**config.mk**
```make
export PLATFORM = sky130hd
export DESIGN_NAME = double_ended_queue_with_search
export DESIGN_NICKNAME = d
export VERILOG_FILES = /design/src/design/dqs_pkg.sv /design/src/design/dqs_ram.sv /design/src/design/double_ended_queue_with_search.sv
export SDC_FILE = /design/constraint.sdc
export NUM_CORES = 1
export LEC_CHECK = 0
export ABC_AREA = 1
export BUFFER_PORTS_ARGS = -buffer_cell sky130_fd_sc_hd__buf_2
export CORE_MARGIN = 8
export CORE_UTILIZATION = 30
export CTS_BUF_LIST = sky130_fd_sc_hd__clkbuf_4
export DETAILED_ROUTE_END_ITERATION = 7
export MAX_ROUTING_LAYER = met4
export PLACE_DENSITY_LB_ADDON = 0.08
export SLEW_MARGIN = 20
export SYNTH_ARGS = -nofsm -noshare
export SYNTH_HDL_FRONTEND = slang
export SYNTH_SLANG_ARGS = --single-unit
```
**constraint.sdc**
```tcl
create_clock -name clk_i -period 3.48 [get_ports clk_i]
set_input_delay 0.696 -clock clk_i [delete_from_list [all_inputs] [get_ports clk_i]]
set_output_delay 0.696 -clock clk_i [all_outputs]
set_load 0.05 [all_outputs]
```
**src/design/dqs_pkg.sv**
```systemverilog
`default_nettype none

package dqs_pkg;

  localparam int unsigned OpW   = 3;
  localparam int unsigned DataW = 32;
  localparam int unsigned StatW = 3;

  typedef enum logic [OpW-1:0] {
    OP_PUSH_FRONT = 3'd0,
    OP_PUSH_BACK  = 3'd1,
    OP_POP_FRONT  = 3'd2,
    OP_POP_BACK   = 3'd3,
    OP_SEARCH     = 3'd4,
    OP_CLEAR      = 3'd5,
    OP_DUMP       = 3'd6
  } op_e;

  typedef enum logic [StatW-1:0] {
    STAT_OK       = 3'd0,
    STAT_EMPTY    = 3'd1,
    STAT_FULL     = 3'd2,
    STAT_FOUND    = 3'd3,
    STAT_NOTFOUND = 3'd4
  } status_e;

endpackage

`default_nettype wire

```
**src/design/dqs_ram.sv**
```systemverilog
`default_nettype none

module dqs_ram #(
  parameter int unsigned Width = 32,
  parameter int unsigned Depth = 16
) (
  input  wire logic                     clk_i,
  input  wire logic                     we_i,
  input  wire logic [$clog2(Depth)-1:0] waddr_i,
  input  wire logic [Width-1:0]         wdata_i,
  input  wire logic [$clog2(Depth)-1:0] raddr_i,
  output logic      [Width-1:0]         rdata_o
);

  logic [Width-1:0] mem_q [Depth];

  always_ff @(posedge clk_i) begin
    if (we_i) begin
      mem_q[waddr_i] <= wdata_i;
    end
    rdata_o <= mem_q[raddr_i];
  end

endmodule

`default_nettype wire

```
**src/design/double_ended_queue_with_search.sv**
```systemverilog
`default_nettype none

// Bounded deque of signed 32-bit values held in a ring of DEPTH entries in a
// single-port-read RAM with registered read. A command is taken when start is
// high and busy is low. Push, clear and an unused op code leave busy low; their
// result appears the next cycle. A pop reads the RAM as it is taken and shows
// the read item from S_POP. Search and dump walk the stored entries through the
// RAM read port, one entry per cycle; search checks each in one 32-bit comparator
// and stops at the first match. Dump issues one result per stored entry on
// consecutive cycles, front to back, last_o on the final one. Every result is
// shown for exactly one cycle with res_valid_o high; the receiver cannot stall
// it, so results must be captured as they appear.
module double_ended_queue_with_search #(
  parameter int unsigned DEPTH = 16
) (
  input  wire logic                                clk_i,
  input  wire logic                                rst_ni,
  input  wire logic                                start,
  output logic                                     busy,
  input  wire logic        [dqs_pkg::OpW-1:0]      op_i,
  input  wire logic signed [dqs_pkg::DataW-1:0]    value_i,
  output logic                                     res_valid_o,
  output logic             [dqs_pkg::StatW-1:0]    status_o,
  output logic signed      [dqs_pkg::DataW-1:0]    item_o,
  output logic                                     last_o
);

  import dqs_pkg::*;

  localparam int unsigned IW = $clog2(DEPTH);
  localparam int unsigned CW = $clog2(DEPTH + 1);
  localparam int unsigned SW = IW + 1;
  localparam logic [IW-1:0] LastIdx = IW'(DEPTH - 1);
  localparam logic [CW-1:0] FullCnt = CW'(DEPTH);
  localparam logic [SW-1:0] DepthS  = SW'(DEPTH);

  typedef enum logic [1:0] {
    S_IDLE,
    S_POP,
    S_WALK
  } state_e;

  state_e            state_q, state_d;
  logic [IW-1:0]     front_q, front_d;
  logic [CW-1:0]     occ_q, occ_d;
  logic [IW-1:0]     addr_q, addr_d;
  logic [CW-1:0]     cnt_q, cnt_d;
  op_e               op_q, op_d;
  logic [DataW-1:0]  val_q, val_d;
  logic              res_valid_q, res_valid_d;
  status_e           res_status_q, res_status_d;
  logic [DataW-1:0]  res_item_q, res_item_d;
  logic              res_last_q, res_last_d;

  logic              ram_we;
  logic [IW-1:0]     ram_waddr;
  logic [IW-1:0]     ram_raddr;
  logic [DataW-1:0]  ram_rdata;

  logic [IW-1:0]     front_inc, front_dec, addr_inc, tail_pos, back_pos;
  logic [SW-1:0]     tail_sum, back_sum;
  logic              is_full, is_empty, walk_final, hit;

  assign front_inc = (front_q == LastIdx) ? '0 : front_q + IW'(1);
  assign front_dec = (front_q == '0) ? LastIdx : front_q - IW'(1);
  assign addr_inc  = (addr_q == LastIdx) ? '0 : addr_q + IW'(1);
  assign tail_sum  = SW'(front_q) + SW'(occ_q);
  assign back_sum  = tail_sum - SW'(1);
  assign tail_pos  = (tail_sum >= DepthS) ? IW'(tail_sum - DepthS) : IW'(tail_sum);
  assign back_pos  = (back_sum >= DepthS) ? IW'(back_sum - DepthS) : IW'(back_sum);
  assign is_full   = (occ_q == FullCnt);
  assign is_empty  = (occ_q == '0);
  assign walk_final = ((cnt_q + CW'(1)) == occ_q);
  assign hit        = (ram_rdata == val_q);

  always_comb begin
    state_d      = state_q;
    front_d      = front_q;
    occ_d        = occ_q;
    addr_d       = addr_q;
    cnt_d        = cnt_q;
    op_d         = op_q;
    val_d        = val_q;
    res_valid_d  = 1'b0;
    res_status_d = STAT_OK;
    res_item_d   = '0;
    res_last_d   = 1'b1;
    ram_we       = 1'b0;
    ram_waddr    = front_dec;
    ram_raddr    = addr_q;

    unique case (state_q)
      S_IDLE: begin
        ram_raddr = (op_e'(op_i) == OP_POP_BACK) ? back_pos : front_q;
        if (start) begin
          op_d  = op_e'(op_i);
          val_d = value_i;
          unique case (op_e'(op_i))
            OP_PUSH_FRONT, OP_PUSH_BACK: begin
              res_valid_d = 1'b1;
              if (is_full) begin
                res_status_d = STAT_FULL;
              end else begin
                ram_we = 1'b1;
                occ_d  = occ_q + CW'(1);
                if (op_e'(op_i) == OP_PUSH_FRONT) begin
                  ram_waddr = front_dec;
                  front_d   = front_dec;
                end else begin
                  ram_waddr = tail_pos;
                end
              end
            end
            OP_POP_FRONT, OP_POP_BACK: begin
              if (is_empty) begin
                res_valid_d  = 1'b1;
                res_status_d = STAT_EMPTY;
              end else begin
                occ_d   = occ_q - CW'(1);
                state_d = S_POP;
                if (op_e'(op_i) == OP_POP_FRONT) begin
                  front_d = front_inc;
                end
              end
            end
            OP_SEARCH, OP_DUMP: begin
              if (is_empty) begin
                res_valid_d  = 1'b1;
                res_status_d = (op_e'(op_i) == OP_SEARCH) ? STAT_NOTFOUND : STAT_EMPTY;
              end else begin
                addr_d  = front_inc;
                cnt_d   = '0;
                state_d = S_WALK;
              end
            end
            OP_CLEAR: begin
              front_d     = '0;
              occ_d       = '0;
              res_valid_d = 1'b1;
            end
            default: begin
              res_valid_d = 1'b1;
            end
          endcase
        end
      end
      S_POP: begin
        res_valid_d = 1'b1;
        res_item_d  = ram_rdata;
        state_d     = S_IDLE;
      end
      S_WALK: begin
        addr_d = addr_inc;
        cnt_d  = cnt_q + CW'(1);
        if (op_q == OP_SEARCH) begin
          if (hit) begin
            res_valid_d  = 1'b1;
            res_status_d = STAT_FOUND;
            state_d      = S_IDLE;
          end else if (walk_final) begin
            res_valid_d  = 1'b1;
            res_status_d = STAT_NOTFOUND;
            state_d      = S_IDLE;
          end
        end else begin
          res_valid_d = 1'b1;
          res_item_d  = ram_rdata;
          res_last_d  = walk_final;
          if (walk_final) begin
            state_d = S_IDLE;
          end
        end
      end
      default: begin
        state_d = S_IDLE;
      end
    endcase
  end

  always_ff @(posedge clk_i or negedge rst_ni) begin
    if (!rst_ni) begin
      state_q      <= S_IDLE;
      front_q      <= '0;
      occ_q        <= '0;
      addr_q       <= '0;
      cnt_q        <= '0;
      op_q         <= OP_PUSH_FRONT;
      res_valid_q  <= 1'b0;
      res_status_q <= STAT_OK;
      res_last_q   <= 1'b0;
    end else begin
      state_q      <= state_d;
      front_q      <= front_d;
      occ_q        <= occ_d;
      addr_q       <= addr_d;
      cnt_q        <= cnt_d;
      op_q         <= op_d;
      res_valid_q  <= res_valid_d;
      res_status_q <= res_status_d;
      res_last_q   <= res_last_d;
    end
  end

  always_ff @(posedge clk_i) begin
    val_q      <= val_d;
    res_item_q <= res_item_d;
  end

  dqs_ram #(
    .Width (DataW),
    .Depth (DEPTH)
  ) u_ram (
    .clk_i   (clk_i),
    .we_i    (ram_we),
    .waddr_i (ram_waddr),
    .wdata_i (val_d),
    .raddr_i (ram_raddr),
    .rdata_o (ram_rdata)
  );

  assign busy        = (state_q != S_IDLE);
  assign res_valid_o = res_valid_q;
  assign status_o    = res_status_q;
  assign item_o      = res_item_q;
  assign last_o      = res_last_q;

`ifndef SYNTHESIS
  a_occ_bound: assert property (@(posedge clk_i) disable iff (!rst_ni)
    occ_q <= FullCnt)
    else $error("occupancy above depth");

  a_full_drop: assert property (@(posedge clk_i) disable iff (!rst_ni)
    (start && !busy && is_full &&
     (op_i == OP_PUSH_FRONT || op_i == OP_PUSH_BACK))
    |=> (res_valid_o && status_o == STAT_FULL && $stable(occ_q)))
    else $error("push on full queue not dropped");

  a_more_follows: assert property (@(posedge clk_i) disable iff (!rst_ni)
    (res_valid_o && !last_o) |-> busy)
    else $error("non-final result while idle");

  a_walk_bound: assert property (@(posedge clk_i) disable iff (!rst_ni)
    (state_q == S_WALK) |-> (cnt_q < occ_q))
    else $error("walk past stored entries");
`endif

endmodule

`default_nettype wire

```
==> flow_summary_export.csv, run 1 <==
group,metric,value,unit
clock_tree,cts_max_level,4,
synth,netlist_top_cells_area,"edfxtp_1 59%, nand3_1 12%, nand2_1 9.5%",
global_routing,grt.overflow.total,0,
setup_path,critical_path_arrival,2.49,ns
timing,finalHoldViolations,0,
timing,final.setup.tns,0,ns
detailed_routing,drt_first_iter_violations,1278,
place,hpwl,43.4,mm
timing,hold-worst-slack,0.133,ns
clock_tree,clk_path_buf_depth,3,
finish,nets,2635,
global_routing,grt_usage,0.174,
clock_tree,numClockSinks,636,
global_routing,grt_pass1_vias,18600,
synth,syn_area,0.0260,mm2
finish,layout_commonest_cell,"nand2_1",
finish,final_cells,3892,
clock_tree,clkTransAtPathRegs,0.06,ns
place,place.gp.congestion,0.757,
detailed_routing,routed_wl,80.8,mm
synth,post_synth.cell_area_avg,10.9,um2
place,port_buffers,75,
pwr,comb_power_share,0.466,
clock_tree,cts_buffers,175,
synth,yosysTopAreaCell,"edfxtp_1",
finish,layout_common_cells,"651 x nand2_1, 642 x nand3_1, 512 x edfxtp_1",
detailed_routing,vias,18300,
setup_path,cp.required,2.78,ns
global_routing,antenna_found_initial,2,
pwr,power_frac_seq,0.317,
detailed_routing,drc_errors,0,
synth,netlist_instances,2388,
detailed_routing,via_per_inst,4.70,
synth,ys_seq_area_frac,0.693,
floorplanning,core_region_area,0.0863,mm2
setup_path,startpoint_type,"flip-flop",
floorplanning,rows,108,
floorplanning,die_x,310,um
clock_tree,cts_tree,"built",
clock_tree,postCtsSetupRepairBufs,0,
clock_tree,cts_root_buffer,"clkbuf_4",
timing,max_slew_margin,0.321,
timing,min_period_over_period,0.915,
hold_path,worstHoldPathType,"input pin to flip-flop",
job,cap_violations,0,
pwr,clkPwrFrac,0.217,
synth,synth_warnings,0,
setup_path,crit_fanout,8,
pwr,power.net_switching,15.0,mW
finish,multi_input_area,0.00718,mm2
finish,ff_latch_area,0.0180,mm2
synth,synth-seq-cells,636,
floorplanning,dieArea,0.0963,mm2
timing,tightest_slew,1.01,ns
global_routing,grt_max_degree,120,
timing,report.final.slew_viol_count,0,
synth,ys_types,32,
global_routing,grt_pass1_wl,121,mm
finish,area_growth,18.7,%
timing,fin_crit,3.18,ns
place,post_dp_cell_area,0.0283,mm2
timing,rsz0062_at_grt,"false",
timing,setup_viol,0,
timing,finClkSkew,0.0773,ns
pwr,max-vdd-ir-drop,1.09,mV
detailed_routing,dr.pass1.iters,5,
floorplanning,start_util,0.301,
pwr,p_leak,12.0,nW
outcome,status,"finished clean",
pwr,power.internal,18.6,mW
floorplanning,ios,76,
detailed_routing,detail-route-antenna-nets,0,
place,place_ws,0.0154,ns
synth,synthesis.nets,2443,
finish,fill_cells,8730,
place,dp_cells,3554,
floorplanning,dieHeight,310,um
finish,postLayoutCellArea,0.0308,mm2
finish,drive_above_1_share,0.182,
setup_path,worstSetupEndpointType,"primary output",
setup_path,critical_path_class,"flip-flop to primary output",
clock_tree,insertion_delay,1.04,ns
timing,max_freq,0.314,GHz
pwr,p_per_area,1090,mW/mm2
pwr,swShare,0.447,
detailed_routing,post_drt_wl_per_cell,20.8,um
timing,setup_slack,0.297,ns
synth,synth_top_area_frac,0.592,
-- synthesized netlist by cell type --
library cell  count
nand3_1         643
a21oi_1          11
nand3b_1          2
clkbuf_1         54
nand4_1           8
nor2_1           75
nand2_2           2
ha_1             15
buf_4             6
o211ai_1          1
xnor2_1          29
dfxtp_1          96
nor2_4            1
nand2_1         656
dfrtp_1          28
a31oi_1           1
o21ai_1           2
o21ai_0          43
clkinv_1          1
inv_1            98
nor3_1            3
nand3_2           1
xor2_1            4
edfxtp_1        512
fa_1              2
o21a_1            1
buf_2            71
or2_2             4
a21oi_2           1
o22ai_1           6
buf_1            10
inv_2             1
-- state kept, by name (all words and copies together), names as in the netlist --
name and count:
occ_q 5, front_q 4, item_o 32, op_q 3, u_ram.rdata_o 32, last_o 1
cnt_q 5, res_valid_o 1, u_ram.mem_q 512, state_q 2, addr_q 4, status_o 3
val_q 32
-- critical path, cell delays in order (launching register included) --
cell and delay (ns):
dfrtp_1 0.41, inv_1 0.11, ha_1 0.23, buf_4 0.23
clkinvlp_4 0.21, buf_2 0.27
-- worst paths after layout --
check	startpoint	end	slack (ns)	cells past startpoint
max in group asynchronous	rst_ni	addr_q[0]	2.75	2
min reg2reg	u_ram.rdata_o[19]	item_o[19]	0.43	2
max reg2reg	state_q[0]	u_ram.mem_q[3][9]	0.36	9
max	state_q[0]	busy	0.30	5
min	op_i[0]	op_q[0]	0.13	3
min in group asynchronous	rst_ni	cnt_q[2]	0.23	2
-- what timing repair did --
action	in CTS	in global routing
hold endpoints to repair	35	0
setup endpoints to repair	0	91
hold buffers	4	0
gates resized for setup	0	3
-- cells by family (layout without fill, tap and decap cells) --
kind of cell             after synthesis  after routing  share of synthesized area
AND/OR/NAND/NOR                     1395           1395                      0.235
XOR/XNOR                              33             33                     0.0111
flip-flops                           636            636                      0.693
other                                  0              7                          0
adder cells (fa/ha/maj)               17             17                    0.00877
AO/OA/AOI/OAI                         66             66                     0.0134
buffers and inverters                241            583                     0.0391
-- layer usage --
layer | routed length [um] | vias up | global-route usage
met5 | 0 | - | -
li1 | - | 8813 | -
met4 | 1170 | 0 | 0.0470
met3 | 3690 | 90 | 0.0350
met2 | 38100 | 416 | 0.273
met1 | 37800 | 8979 | 0.230
-- power by group through the flow --
stage | Combinational, mW | Clock, mW | Sequential, mW
detailed placement | 16.0 | 0 | 10.8
floorplan | 9.73 | 0 | 11.0
finish | 15.6 | 7.29 | 10.6
global route | 17.5 | 7.97 | 10.7
global placement | 16.0 | 0 | 10.8
CTS | 16.0 | 7.58 | 10.7
-- layout make-up --
class | instances | share of cell area
Antenna cell | 7 | 0.000568
Clock buffer | 294 | 0.0716
Clock inverter | 33 | 0.00840
Inverter | 100 | 0.0123
Multi-Input combinational cell | 1511 | 0.233
Sequential cell | 636 | 0.584
Tap cell | 1155 | 0.0469
Timing Repair Buffer | 156 | 0.0436
-- metrics by stage --
stage	utilization	power, mW
after floorplan	-	20.7
after global placement	0.328	26.8
after detailed placement	0.328	26.8
after CTS	0.357	34.3
after global routing	0.357	36.2
final	0.357	33.6
No activity file was read; power rests on OpenSTA's default activity.
==> run 2, diff against run 1 <==
- REMOVE_ABC_BUFFERS: not set -> 1
==> flow_summary_export.csv, run 2 (same netlist as run 1, synthesis figures left out) <==
group,metric,value,unit
detailed_routing,via_per_inst,4.75,
setup_path,crit_path_max_incr_delay,0.54,ns
setup_path,cp.required,4.34,ns
pwr,clkPwrFrac,0.211,
clock_tree,numClockSinks,636,
global_routing,grt.overflow.total,0,
pwr,power.internal,18.6,mW
setup_path,startpoint_type,"flip-flop",
clock_tree,cts_tree,"built",
finish,max_flop_register,"u_ram.mem_q",
detailed_routing,dr.pass1.iters,5,
setup_path,reg2reg_from,"occ_q[0]",
timing,tightest_slew,0.754,ns
pwr,p_leak,12.0,nW
global_routing,grt_usage,0.175,
timing,setup_viol,0,
detailed_routing,drt_first_iter_violations,1181,
detailed_routing,routed_wl,81.8,mm
timing,min_period_over_period,0.909,
finish,area_growth,18.8,%
timing,report.final.slew_viol_count,0,
timing,max_freq,0.316,GHz
finish,fill_cells,8651,
place,hpwl,44.4,mm
finish,layout_common_cells,"651 x nand2_1, 643 x nand3_1, 512 x edfxtp_1",
setup_path,crit_start,"occ_q[0]",
clock_tree,clkTransAtPathRegs,0.06,ns
timing,fin_crit,3.16,ns
outcome,status,"finished clean",
hold_path,worstHoldStart,"op_i[0]",
finish,largest_register_ffs,512,
floorplanning,ios,76,
setup_path,crit_fanout,30,
clock_tree,cts_root_buffer,"clkbuf_4",
clock_tree,cts_max_level,4,
finish,nets,2647,
timing,rsz0062_at_grt,"false",
pwr,power_frac_seq,0.317,
detailed_routing,drc_errors,0,
clock_tree,postCtsSetupRepairBufs,0,
pwr,max-vdd-ir-drop,1.03,mV
clock_tree,ctsResizeCount,0,
floorplanning,dieArea,0.0963,mm2
pwr,comb_power_share,0.472,
setup_path,critical_path_arrival,4.02,ns
finish,layout_commonest_cell,"nand2_1",
detailed_routing,vias,18500,
setup_path,cp_common_cell,"nand2_1",
global_routing,met2_usage,0.273,
timing,final.setup.tns,0,ns
floorplanning,rows,108,
job,cap_violations,0,
global_routing,use_met3,0.0352,
detailed_routing,post_drt_wl_per_cell,21.0,um
setup_path,slowest_stage,"fa_1",
place,place.gp.congestion,0.794,
setup_path,worstSetupEndpointType,"flip-flop",
floorplanning,dieHeight,310,um
global_routing,grt_pass1_wl,122,mm
global_routing,grt_pass1_vias,18900,
finish,drive_above_1_share,0.181,
timing,finalHoldViolations,0,
pwr,swShare,0.446,
pwr,p_per_area,1090,mW/mm2
floorplanning,start_util,0.301,
timing,max_slew_margin,0.495,
hold_path,worstHoldPathType,"input pin to flip-flop",
global_routing,grt_use_met1,0.227,
place,port_buffers,75,
finish,final_core_util,0.357,
timing,finClkSkew,0.0572,ns
clock_tree,clk_path_buf_depth,3,
global_routing,grt_max_degree,117,
clock_tree,insertion_delay,0.99,ns
pwr,power.net_switching,15.0,mW
setup_path,critical_path_class,"flip-flop to flip-flop",
global_routing,antenna_found_initial,1,
setup_path,worstPathCellList,"ha_1, fa_1, inv_1, ha_1, nand2_1, nand2_1, nand2_1, nand2_4, buf_4, nand3_1, nand3_1, nand2_1, nand2_1, nand2_1",
detailed_routing,detail-route-antenna-nets,0,
clock_tree,ctsHoldBuffers,6,
clock_tree,cts_buffers,178,
global_routing,top_usage_layer,"met2",
floorplanning,die_x,310,um
place,place_ws,0.260,ns
floorplanning,core_region_area,0.0863,mm2
timing,setup_slack,0.316,ns
run 2: changes by cell type in the layout (fill, tap and decap cells not counted), moves of 2 or more:
cell / change
clkinv_4: -3
buf_4: +5
clkbuf_4: -2
diode_2: -6
clkinv_1: +13
bufinv_16: -2
dlygate4sd3_1: +2
buf_12: +2
run 2: power by group through the flow:
stage / clock network (mW) / registers, mW / logic (mW)
after floorplan: 0 / 11.0 / 8.99
after global placement: 0 / 10.8 / 16.2
after detailed placement: 0 / 10.8 / 16.2
after CTS: 7.42 / 10.7 / 16.2
after global routing: 7.78 / 10.7 / 17.7
final: 7.10 / 10.6 / 15.8
run 2: worst paths after layout:
path                                     endpoint  slack, ns  cells past startpoint
worst max-delay path            u_ram.rdata_o[22]       0.32                     14
worst min-delay path                      op_q[0]       0.18                      3
worst max register to register  u_ram.rdata_o[22]       0.32                     14
worst min register to register         item_o[30]       0.44                      2
max in group asynchronous              front_q[0]       2.72                      2
min in group asynchronous               addr_q[1]       0.28                      2
run 2: metal layers:
layer / routed length, um / up-vias
li1: - / 8835
met1: 37900 / 9094
met2: 38000 / 455
met3: 3880 / 144
met4: 2010 / 0
met5: 0 / -
run 2: worst max-delay path, delay by kind of cell (launching register included):
family | cells | cell delay [ns]
DFF | 1 | 0.44
adders and majority gates | 3 | 1.07
buffers and inverters | 2 | 0.47
and+or+nand+nor | 9 | 1.08
run 2: layout make-up:
class                           count  area (um2)  share of cell area
Sequential cell                   636       18000               0.583
Timing Repair Buffer              165        1440              0.0467
Clock buffer                      292        2190              0.0710
Tap cell                         1155        1450              0.0468
Antenna cell                        1        2.50           0.0000811
Clock inverter                     42         225             0.00730
Inverter                          100         375              0.0122
Multi-Input combinational cell   1511        7180               0.233
run 2: stage by stage:
step,power (mW),area (um2),cells,hold WS (ns)
finish,33.6,30900,3902,0.178
global route,36.2,30900,3902,0.0879
CTS,34.3,30900,3901,0.00644
detailed placement,27.0,28400,3561,0.433
global placement,27.0,28400,3561,0.429
floorplan,20.0,25300,2247,0.400
==> run 3, diff against run 2 <==
- CORE_UTILIZATION: 30 -> 45
==> flow_summary_export.csv, run 3 (same netlist as run 1, synthesis figures left out) <==
group,metric,value,unit
finish,layout_common_cells,"651 x nand2_1, 643 x nand3_1, 512 x edfxtp_1",
global_routing,met2_usage,0.351,
pwr,p_per_area,1090,mW/mm2
finish,area_growth,16.3,%
timing,max_slew_margin,0.304,
finish,largest_register_ffs,512,
finish,layout_commonest_cell,"nand2_1",
place,dp_cells,3164,
place,port_buffers,75,
setup_path,worstSetupEndpointType,"primary output",
pwr,comb_power_share,0.470,
timing,setup_viol,0,
place,place.gp.congestion,0.834,
global_routing,grt.overflow.total,0,
timing,hold-worst-slack,0.136,ns
clock_tree,numClockSinks,636,
setup_path,r2r-end,"u_ram.rdata_o[28]",
detailed_routing,drc_errors,0,
clock_tree,insertion_delay,1.01,ns
pwr,clkPwrFrac,0.208,
global_routing,grt_usage,0.225,
setup_path,crit_path_max_incr_delay,0.41,ns
floorplanning,core_region_area,0.0574,mm2
clock_tree,clkTransAtPathRegs,0.06,ns
detailed_routing,post_drt_wl_per_cell,21.0,um
pwr,total_power,33.0,mW
detailed_routing,dr.pass1.iters,6,
place,hpwl,39.0,mm
detailed_routing,vias,18600,
setup_path,reg2reg_from,"occ_q[0]",
pwr,p_leak,11.9,nW
floorplanning,ios,76,
hold_path,hold_depth,4,
timing,tightest_slew,1.04,ns
pwr,power_frac_seq,0.322,
setup_path,critical_path_class,"flip-flop to primary output",
job,cap_violations,0,
floorplanning,rows,88,
pwr,power.internal,18.4,mW
floorplanning,dieArea,0.0657,mm2
setup_path,worstPathCellList,"inv_1, ha_1, buf_4, clkinv_1, buf_2",
setup_path,cp.required,2.78,ns
setup_path,crit_start,"state_q[0]",
clock_tree,cts_buffers,170,
finish,max_flop_register,"u_ram.mem_q",
global_routing,use_met3,0.0516,
global_routing,grt_max_degree,111,
timing,finClkSkew,0.0341,ns
setup_path,slowest_stage,"dfrtp_1",
clock_tree,cts_root_buffer,"clkbuf_4",
pwr,swShare,0.441,
global_routing,grt_pass1_wl,110,mm
detailed_routing,drt_first_iter_violations,1548,
timing,finalHoldViolations,0,
clock_tree,ctsResizeCount,0,
setup_path,crit_fanout,8,
finish,drive_above_1_share,0.173,
timing,report.final.slew_viol_count,0,
setup_path,r2r_cells,13,
global_routing,grt_use_met1,0.292,
global_routing,grt_pass1_vias,18400,
global_routing,top_usage_layer,"met2",
hold_path,worstHoldPathType,"input pin to flip-flop",
finish,final_cells,3487,
detailed_routing,via_per_inst,5.35,
clock_tree,clk_path_buf_depth,3,
setup_path,r2r_slack,0.49,ns
floorplanning,start_util,0.453,
floorplanning,die_x,256,um
setup_path,critical_path_arrival,2.60,ns
detailed_routing,detail-route-antenna-nets,0,
detailed_routing,routed_wl,73.1,mm
pwr,power.net_switching,14.5,mW
clock_tree,cts_tree,"built",
finish,nets,2630,
floorplanning,dieHeight,256,um
hold_path,worstHoldStart,"value_i[27]",
timing,fin_crit,3.30,ns
timing,min_period_over_period,0.948,
setup_path,startpoint_type,"flip-flop",
hold_path,hold_end,"val_q[27]",
pwr,max-vdd-ir-drop,0.817,mV
clock_tree,cts_max_level,4,
outcome,status,"finished clean",
global_routing,antenna_found_initial,2,
timing,max_freq,0.303,GHz
-- run 3: metrics by stage --
stage | cell area, um2 | utilization | TNS [ns] | worst slack (ns)
floorplan | 25300 | - | -882.33 | -5.86
global placement | 27800 | 0.485 | 0 | 0.400
detailed placement | 27800 | 0.485 | 0 | 0.395
CTS | 30200 | 0.526 | 0 | 0.0472
global route | 30200 | 0.526 | -0.00512 | -0.00512
finish | 30200 | 0.526 | 0 | 0.181
-- run 3: layout make-up --
type / count / area (um2)
fillers: 5114 / 27200
clock inverters: 46 / 295
inverters: 100 / 375
well taps: 765 / 957
diodes: 6 / 15.0
flip-flops and latches: 636 / 18000
clock buffers: 267 / 2000
repair buffers: 156 / 1380
multi-input cells: 1511 / 7180
-- run 3: power groups by stage --
stage	Sequential, mW	Clock (mW)	Combinational [mW]
2_1_floorplan	11.0	0	8.99
3_3_place_gp	10.8	0	15.4
3_5_place_dp	10.8	0	15.5
4_1_cts	10.6	7.05	15.6
5_1_grt	10.7	7.46	17.0
6_report	10.6	6.85	15.5
-- run 3: worst max-delay path: cells and delay by family, from the launching register on --
family	cells	cell delay, ns
buf+inv	4	0.97
flops	1	0.41
fa+ha+maj	1	0.23
-- run 3: worst max-delay path by stage --
| stage | endpoint |
|---|---|
| CTS | busy |
| global route | busy |
| finish | busy |
| detailed placement | u_ram.mem_q[3][20] |
| floorplan | u_ram.rdata_o[0] |
| global placement | u_ram.mem_q[3][20] |
-- run 3: layer usage --
layer  up-vias  part of all wire
met4         0             0.022
li1       8796                 -
met1      9140              0.45
met2       598              0.47
met3       111             0.061
met5         -                 0
-- run 3: repair_timing --
action,in CTS,in global routing
endpoints found under the hold margin,34,0
setup buffers,0,0
hold buffers,4,0
